### config.mk
export PLATFORM = sky130hd
export DESIGN_NAME = gamepad_link_byte_decoder
export DESIGN_NICKNAME = d
export VERILOG_FILES = /design/src/hw/rtl/gld_pkg.sv /design/src/hw/rtl/gamepad_link_byte_decoder.sv
export SDC_FILE = /design/constraint.sdc
export NUM_CORES = 1
export LEC_CHECK = 0
export BUFFER_PORTS_ARGS = -buffer_cell sky130_fd_sc_hd__buf_2
export CAP_MARGIN = 20
export CORE_MARGIN = 3
export CORE_UTILIZATION = 60
export CTS_CLUSTER_SIZE = 10
export DETAILED_ROUTE_END_ITERATION = 8
export MAX_ROUTING_LAYER = met4
export PLACE_DENSITY = 0.79
export SYNTH_ARGS = -nofsm -noshare
export SYNTH_HDL_FRONTEND = slang
export SYNTH_SLANG_ARGS = --single-unit
### constraint.sdc
create_clock -name i_clk -period 8.5 [get_ports i_clk]
set_input_delay 1.275 -clock i_clk [delete_from_list [all_inputs] [get_ports i_clk]]
set_output_delay 1.275 -clock i_clk [all_outputs]
set_load 0.01 [all_outputs]
### src/hw/rtl/gld_pkg.sv
`default_nettype none

package gld_pkg;

    // Byte codes on the link.
    localparam logic [7:0] ADDR_BASE  = 8'd201;
    localparam logic [7:0] ADDR_IDLE  = 8'd255;
    localparam logic [7:0] BTN_FIRST  = 8'd231;
    localparam logic [7:0] BTN_LAST   = 8'd246;
    localparam logic [7:0] DATA_MAX   = 8'd200;
    localparam logic [7:0] CHAN_RESET = 8'd100;
    localparam logic [7:0] IND_ON     = 8'hFF;
    localparam logic [7:0] IND_OFF    = 8'h00;

    // Number of stick channels that are kept.
    localparam int CHAN_KEPT = 4;
    localparam int CHAN_W    = $clog2(CHAN_KEPT);

    // Configuration register indexes.
    localparam logic CFG_FULL_SCALE  = 1'b0;
    localparam logic CFG_DRIVE_RANGE = 1'b1;

    // Reset values of the configuration registers.
    localparam logic [7:0] FULL_SCALE_RESET  = 8'd200;
    localparam logic [7:0] DRIVE_RANGE_RESET = 8'd255;

    // Dividend is channel value times twice the range: 200 * 510 fits 17 bits.
    localparam int NUM_W     = 17;
    localparam int CNT_W     = $clog2(NUM_W);
    localparam int DRIVE_W   = 9;

    // Sequencer states.
    typedef enum logic [2:0] {
        S_IDLE,
        S_MUL,
        S_DIV,
        S_STORE,
        S_PUSH
    } t_state;

endpackage

`default_nettype wire

### src/hw/rtl/gamepad_link_byte_decoder.sv
// Each accepted byte starts a pass in which each of the four channels takes a multiply,
// 17 divider steps and a clamp; the four results are then loaded together.
// The shared bit-serial divider serves one channel at a time, and no new byte is taken until
// the pass has loaded its result; the pass stalls before its load while an earlier result is still waiting to be taken.
// Reset (synchronous, active low) sets all channels to 100, no address selected,
// the indicator off and the configuration to full scale 200 and range 255.
`default_nettype none

module gamepad_link_byte_decoder (
    input  wire logic        i_clk,
    input  wire logic        i_rst_n,
    // Received byte stream.
    input  wire logic        i_s_tvalid,
    output logic             o_s_tready,
    input  wire logic [7:0]  i_s_tdata,   // [7:0] rx_byte
    // Result stream.
    output logic             o_m_tvalid,
    input  wire logic        i_m_tready,
    // [8:0] left_y_drive, [17:9] left_x_drive, [26:18] right_y_drive,
    // [35:27] right_x_drive, [43:36] indicator_level, [47:44] button_number
    output logic [47:0]      o_m_tdata,
    output logic             o_m_tuser,   // [0] button_pressed
    // Configuration writes.
    input  wire logic        i_cfg_we,
    input  wire logic        i_cfg_index,
    input  wire logic [7:0]  i_cfg_data
);
    import gld_pkg::*;

    t_state r_state, n_state;

    logic [7:0]             r_full_scale;
    logic [7:0]             r_drive_range;
    logic [7:0]             r_chan [CHAN_KEPT];
    logic [7:0]             r_addr;
    logic                   r_ind;
    logic                   r_pressed;
    logic [3:0]             r_btn_num;

    logic [CHAN_W-1:0]      r_ch;
    logic [CNT_W-1:0]       r_cnt;
    logic [NUM_W-1:0]       r_num;
    logic [7:0]             r_rem;
    logic signed [DRIVE_W-1:0] r_res [CHAN_KEPT];

    logic                   r_out_valid;
    logic [47:0]            r_out_data;
    logic                   r_out_user;

    logic                   in_accept;
    logic                   push_load;
    logic [7:0]             div_f;
    logic [8:0]             trial;
    logic                   trial_ge;
    logic [8:0]             two_r;
    logic [8:0]             q_clamp;
    logic [9:0]             drive_y;
    logic [9:0]             drive_x;
    logic [7:0]             ch_sel;
    logic                   is_addr;
    logic                   is_btn;
    logic [15:0]            product;

    // Handshake decodes.
    assign in_accept = i_s_tvalid && o_s_tready;
    assign push_load = (r_state == S_PUSH) && (!r_out_valid || i_m_tready);

    // Byte classification.
    assign is_addr = (i_s_tdata >= ADDR_BASE) && (i_s_tdata < ADDR_IDLE);
    assign is_btn  = (i_s_tdata >= BTN_FIRST) && (i_s_tdata <= BTN_LAST);
    assign ch_sel  = r_addr - ADDR_BASE;

    // Shared datapath: multiplier, one restoring divider step, and the clamp.
    assign product  = r_chan[r_ch] * r_drive_range;
    assign div_f    = (r_full_scale == 8'd0) ? 8'd1 : r_full_scale;
    assign trial    = {r_rem, r_num[NUM_W-1]};
    assign trial_ge = trial >= {1'b0, div_f};
    assign two_r    = {r_drive_range, 1'b0};
    assign q_clamp  = (r_num > {{(NUM_W-9){1'b0}}, two_r}) ? two_r : r_num[8:0];
    assign drive_y  = {1'b0, q_clamp} - {2'b00, r_drive_range};
    assign drive_x  = {2'b00, r_drive_range} - {1'b0, q_clamp};

    // Next state.
    always_comb begin
        n_state = r_state;
        case (r_state)
            S_IDLE:  if (in_accept) n_state = S_MUL;
            S_MUL:   n_state = S_DIV;
            S_DIV:   if (r_cnt == CNT_W'(NUM_W - 1)) n_state = S_STORE;
            S_STORE: if (r_ch == CHAN_W'(CHAN_KEPT - 1)) n_state = S_PUSH;
                     else n_state = S_MUL;
            S_PUSH:  if (push_load) n_state = S_IDLE;
            default: n_state = S_IDLE;
        endcase
    end

    // State outputs.
    always_comb begin
        o_s_tready = 1'b0;
        case (r_state)
            S_IDLE:  o_s_tready = 1'b1;
            default: o_s_tready = 1'b0;
        endcase
    end

    assign o_m_tvalid = r_out_valid;
    assign o_m_tdata  = r_out_data;
    assign o_m_tuser  = r_out_user;

    // Control state, configuration and decoder state.
    always_ff @(posedge i_clk) begin
        if (!i_rst_n) begin
            r_state       <= S_IDLE;
            r_full_scale  <= FULL_SCALE_RESET;
            r_drive_range <= DRIVE_RANGE_RESET;
            for (int i = 0; i < CHAN_KEPT; i++) begin
                r_chan[i] <= CHAN_RESET;
            end
            r_addr        <= ADDR_IDLE;
            r_ind         <= 1'b0;
            r_out_valid   <= 1'b0;
            r_ch          <= '0;
            r_cnt         <= '0;
        end else begin
            r_state <= n_state;

            if (i_cfg_we) begin
                case (i_cfg_index)
                    CFG_FULL_SCALE:  r_full_scale  <= i_cfg_data;
                    CFG_DRIVE_RANGE: r_drive_range <= i_cfg_data;
                    default: ;
                endcase
            end

            // Decode the accepted byte.
            if (in_accept) begin
                r_ch <= '0;
                if (is_addr) begin
                    r_addr <= i_s_tdata;
                    if (is_btn) begin
                        r_ind <= ~r_ind;
                    end
                end else if (i_s_tdata <= DATA_MAX) begin
                    if (ch_sel < 8'(CHAN_KEPT)) begin
                        r_chan[ch_sel[CHAN_W-1:0]] <= i_s_tdata;
                    end
                end
            end

            // Sequencer counters.
            case (r_state)
                S_MUL:   r_cnt <= '0;
                S_DIV:   r_cnt <= r_cnt + 1'b1;
                S_STORE: r_ch  <= r_ch + 1'b1;
                default: ;
            endcase

            // Output register.
            if (push_load) begin
                r_out_valid <= 1'b1;
            end else if (r_out_valid && i_m_tready) begin
                r_out_valid <= 1'b0;
            end
        end
    end

    // Payload registers: divider, per-channel results and the result word.
    always_ff @(posedge i_clk) begin
        if (in_accept) begin
            r_pressed <= is_addr && is_btn;
            r_btn_num <= (is_addr && is_btn) ? 4'(i_s_tdata - BTN_FIRST) : 4'd0;
        end

        case (r_state)
            S_MUL: begin
                r_num <= {product, 1'b0};
                r_rem <= '0;
            end
            S_DIV: begin
                r_num <= {r_num[NUM_W-2:0], trial_ge};
                r_rem <= trial_ge ? 8'(trial - {1'b0, div_f}) : trial[7:0];
            end
            S_STORE: begin
                // Odd channels are the X axes, which are inverted.
                r_res[r_ch] <= r_ch[0] ? $signed(drive_x[DRIVE_W-1:0])
                                       : $signed(drive_y[DRIVE_W-1:0]);
            end
            default: ;
        endcase

        if (push_load) begin
            r_out_data <= {r_btn_num, (r_ind ? IND_ON : IND_OFF),
                           r_res[3], r_res[2], r_res[1], r_res[0]};
            r_out_user <= r_pressed;
        end
    end

    // A byte is taken only when the sequencer is idle, and it starts a pass.
    a_accept_starts: assert property (@(posedge i_clk) disable iff (!i_rst_n)
        in_accept |=> (r_state == S_MUL && !o_s_tready))
        else $error("accepted byte did not start the sequencer");

    // The divider step counter never runs past the last quotient bit.
    a_cnt_range: assert property (@(posedge i_clk) disable iff (!i_rst_n)
        (r_state == S_DIV) |-> (r_cnt <= CNT_W'(NUM_W - 1)))
        else $error("divider counter overran");

    // A result waiting to be taken is not overwritten.
    a_out_hold: assert property (@(posedge i_clk) disable iff (!i_rst_n)
        (r_out_valid && !i_m_tready) |=> $stable(r_out_data))
        else $error("pending result changed");

    // A report without a button press carries button number zero.
    a_btn_num: assert property (@(posedge i_clk) disable iff (!i_rst_n)
        (o_m_tvalid && !o_m_tuser) |-> (o_m_tdata[47:44] == 4'd0))
        else $error("button number set without a press");

endmodule

`default_nettype wire
* Yosys cells after proc, flatten, opt, wreduce, memory -nomap -nowiden
Memory sizes are Yosys's and may differ from the RTL's. A register that Yosys moved wholly into a read port is not among the register bits.
Cells that the tools add are included.
** Word-level totals
- Register bits after elaboration :: 115
- Memory bits (writable) :: 68
- Bits of input ports :: 22
- Logic and storage cells :: 94
- Memories :: 2
** Operators by class
- Add/subtract/negate cells :: 7
- Multipliers :: 1
- Magnitude comparators :: 8
- Eq/ne operators :: 9
- Muxes and demuxes :: 32
- Bitwise logic cells :: 2
- Reductions and logical operators :: 19
** Memory list
- r_res :: words 4, width 9, rd ports 4, clocked after Yosys merged registers in 4, wr ports 1, line gamepad_link_byte_decoder.sv:44 : logic signed [DRIVE_W-1:0] r_res [CHAN_KEPT];
- r_chan :: words 4, width 8, rd ports 1, clocked after Yosys merged registers in 1, wr ports 4, line gamepad_link_byte_decoder.sv:34 : logic [7:0] r_chan [CHAN_KEPT];
** Operators by type and width (count)
- $pmux W17 S2 :: 1
- $mux W8 :: 4
- $mux W9 :: 2
- $gt A17 B9 Y1 :: 1
- $ge A8 B8 Y1 const B :: 2
- $le A8 B8 Y1 const B :: 2
- $mul A8 B8 Y16 :: 1
- $pmux W8 S2 :: 1
- $pmux W3 S5 :: 1
- $mux W1 :: 13
- $mux W3 :: 4
- $mux W2 :: 5
- $pmux W5 S2 :: 1
- $ge A9 B8 Y1 :: 1
- $sub A8 B9 Y9 :: 1
- $sub A9 B8 Y9 :: 1
- $logic_not A8 Y1 :: 1
- $lt A8 B3 Y1 const B :: 1
- $lt A8 B8 Y1 const B :: 1
- $reduce_or A8 Y1 :: 1
- $sub A8 B8 Y8 :: 1
- $sub A8 B8 Y8 const B :: 1
- $eq A3 B2 Y1 const B :: 2
- $logic_and A1 B1 Y1 :: 6
- 15 further kinds :: 23

* Depth between registers and ports, before layout
- Depth in word-level cells :: 10
- Mapped depth :: 18
- Mapped depth without buffers :: 17

* Worst setup path after synthesis
No wires, ideal clock.
- Path kind :: reg2reg
- Start point :: register (tool-made name)
- End point :: register r_num[12] (data pin)
- Arrival :: 4.890 ns
- Path slack :: 3.340 ns
- Stages on the path, launching flop included :: 17
- Path buffers :: 1
- Clock period less this slack :: 5.160 ns
- Cell sequence :: dfxtp_1 -> clkbuf_1 -> mux4_2 -> and2_1 -> fa_1 -> fa_1 -> fa_1 -> inv_1 -> fa_1 -> inv_1 -> ha_1 -> or2_2 -> a21oi_1 -> a21oi_1 -> a21o_1 -> xnor2_1 -> a21oi_1
** RTL lines
- end signal, assigned :: line gamepad_link_byte_decoder.sv:176 : r_num <= {product, 1'b0};
- end signal, assigned :: line gamepad_link_byte_decoder.sv:180 : r_num <= {r_num[NUM_W-2:0], trial_ge};
- end, declared :: line gamepad_link_byte_decoder.sv:42 : logic [NUM_W-1:0] r_num;

==> impl_results.md <==
* Status: complete, no violations
* Initial core utilization at 61.5%
* Post-Place Cells at 1148
* Worst slew pin tran at 1.06 ns
* Maximum vdd drop at 200 uV
* Leak at 4.63 nW
* HP Class: flip-flop to flip-flop
* Final setup TNS at 0 ns
* Sw Pwr at 1.01 mW
* Final hold vios at 0
* Post-synth cell types at 65
* WS Path Type: flip-flop to flip-flop
* Setup ws final at 3.16 ns
* Core Box Area at 16600 um^2
* Vias in the first global route at 6537
* Cts bufs inserted at 17
* Synth top cells by count: 140 x edfxtp_1, 92 x inv_1, 79 x ha_1
* Post-DP HPWL at 15100 um
* Hold Buf Count CTS at 0
* Ys async rst share at 0%
* Dominant cell type by area after synthesis: edfxtp_1
* Internal power at 1.88 mW
* Detailed Route WL at 20500 um
* Delay-heaviest family, CP: adder cells
* Global-route wire length before repair at 33200 um
* Worst min-delay path startpoint: r_res[1][7]
* Slew HR at 28.3%
* Worst EP arrival at 5.50 ns
* Initial antenna violation count at 0
* Fillcell total at 1161
* Die area at 18600 um^2
* CTS Buffer Depth at 2
* Via count at 6854
* Routed wire per std cell at 17.3 um
* Slowest stage delay, CP at 0.65 ns
* Netlist Area Pre-Place at 10200 um^2
* Min cycle time layout at 5.34 ns
* Comb power frac at 34.4%
* # DRC at 0
* Top-area cell type share of the netlist area at 41.2%
* Antenna viol nets, final at 0
* Clock transition at path regs at 0.08 ns
* ANT cells at 0
* Share of cells above drive strength 1 at 14.6%
* I/O pins at 73
* Congestion Overflow GR at 0
* Cells after Synth at 890
* Clk pwr share at 27.7%
* CTS tree: done
* Synth warn at 0
* H-tree lvl count at 4
* Power Dens Cells at 254 nW/um^2
* CP max FO at 8
* Crit-path cells: mux4_2 -> and2_1 -> fa_1 -> fa_1 -> fa_1 -> inv_1 -> fa_1 -> inv_1 -> ha_1 -> or2_2 -> o31ai_1 -> a21oi_1 -> a41oi_1 -> xor2_1 -> o21ai_0
* # Post-CTS Setup Buffers at 0
* Cts repair resizes at 0
* Largest net degree at the start of global routing at 51
* Rows at 47
* #FFs+latches synth at 178
* Sink Count at 178
* RSZ-0062 raised after global routing: no
* Setup WS pre-CTS at 3.15 ns
* Fin crit share at 62.8%
* Die X-Extent at 136 um
* Max Transition Viols Final at 0
* Post-DP Area at 10700 um^2
* Total Power at 2.88 mW
* IO Port Bufs at 72
* Max Fclk at 0.187 GHz
* Final nets at 1090
* Synth Net Count at 1030
* Critical path's slowest cell: mux4_2
* Non-Filler Instances at 1183
* Fin area at 11400 um^2
* Most common cell in the netlist: edfxtp_1
* Final setup vio count at 0
* CP Capture Type: flip-flop
* Global-route usage over all layers at 23.7%
* Die H at 136 um
* Area added between synthesis and finish at 11.3%
* Ys flop type: edfxtp_1
* Sequential-to-total area share from yosys stat at 48.7%
* First-pass DRT Iterations at 5
* Worst Skew at 0.0137 ns
* Max_cap viols at 0
* Sw Share at 34.9%
* CTS Root Cell: clkbuf_16
* RD Place Congestion at 0.903
* Number of enable flip-flop cells after synthesis at 140
* Synth top area cells: edfxtp_1 41%, ha_1 9.7%, fa_1 7.7%, dfxtp_1 7.5%, and2_1 4.0%
* Avg Cell Area, Syn at 11.5 um^2
* Starting DRC count in detailed routing at 456
* Vias per inst at 5.79
* CP most frequent cell: fa_1
* Req. time, crit path at 8.67 ns
* Worst Setup Start Kind: flip-flop
* Sequential share of power at 37.9%
* Worst-Skew Late Latency at 0.43 ns
* Worst path bufs/invs at 2
-- cells by family after synthesis --
logic type	after synthesis	synth area share [%]
buffers and inverters	129	5.04
multiplexers	23	3.34
AND/OR/NAND/NOR	278	14.5
AO/OA/AOI/OAI	145	9.48
XOR/XNOR	19	1.63
adder cells (fa/ha/maj)	118	17.3
flip-flops	178	48.7
-- worst register-to-register path, delay by kind of cell (launching register included) --
kind,cells,cell delay (ns)
buffers and inverters,2,0.10
multiplexers,1,0.65
XOR/XNOR,1,0.19
AND/OR/NAND/NOR,2,0.51
adder cells (fa/ha/maj),5,2.43
AO/OA/AOI/OAI,4,0.59
flip-flops,1,0.63
-- final timing paths --
check                                      to  slack (ns)  cells after the start
worst max-delay path                r_num[13]        3.16                     15
worst min-delay path            o_m_tdata[16]        0.41                      0
worst max register to register      r_num[13]        3.16                     15
worst min register to register  o_m_tdata[16]        0.41                      0
-- sequential cells by signal (all words and copies together) (netlist names), named ones only --
register / cells
r_num: 17
r_drive_range: 8
r_ch: 2
r_res: 36
o_m_tdata: 41
o_m_tuser: 1
r_addr: 8
r_ind: 1
r_full_scale: 8
o_m_tvalid: 1
r_chan: 32
r_pressed: 1
r_btn_num: 4
r_rem: 8
r_cnt: 5
r_state: 3
-- area by class of cell --
| type | count | area [um^2] | share of cell area, % |
|---|---|---|---|
| Clock inverter | 15 | 190 | 1.68 |
| Multi-Input combinational cell | 583 | 4740 | 41.7 |
| Inverter | 92 | 345 | 3.04 |
| Timing Repair Buffer | 78 | 415 | 3.66 |
| Clock buffer | 17 | 425 | 3.75 |
| Tap cell | 220 | 275 | 2.42 |
| Sequential cell | 178 | 4960 | 43.7 |
-- per-stage QoR --
| step | util, % | hold WS, ns |
|---|---|---|
| floorplan | - | 0.400 |
| global placement | 64.6 | 0.400 |
| detailed placement | 64.6 | 0.405 |
| CTS | 68.3 | 0.413 |
| global route | 68.5 | 0.419 |
| finish | 68.5 | 0.408 |
-- power groups by stage --
stage	sequential [mW]	clock [mW]	combinational (mW)
after floorplan	1.08	0	0.769
after detailed placement	1.11	0	0.977
after CTS	1.09	0.803	0.987
final	1.09	0.798	0.991
after global placement	1.11	0	0.945
after global routing	1.10	0.837	1.13
-- cell usage in the layout, fill, tap and decap left out, types with 9 or more instances in the layout --
cell       netlist  final
inv_1           92     92
buf_2            3     73
clkbuf_16        0     17
xor2_1          10     10
nand2_1         74     74
xnor2_1          9      9
edfxtp_1       140    140
a21boi_0        10     10
o211ai_1        17     17
dfxtp_1         38     38
nor2_1          37     37
or3_1            9      9
o21ai_0         32     32
nand2b_1        11     11
fa_1            39     39
and2_1          66     66
nor2b_1         16     15
nand3_1         13     13
a21oi_1         30     30
nor3_1          15     15
ha_1            79     79
-- metal layers --
layer	track usage [%]	part of all wire, %	vias up
met5	-	0	-
met4	8.12	2.7	0
met3	3.37	5.6	43
met2	37.2	48	243
met1	32.0	43	3311
li1	-	-	3257
(Power assumes the default switching activity.)
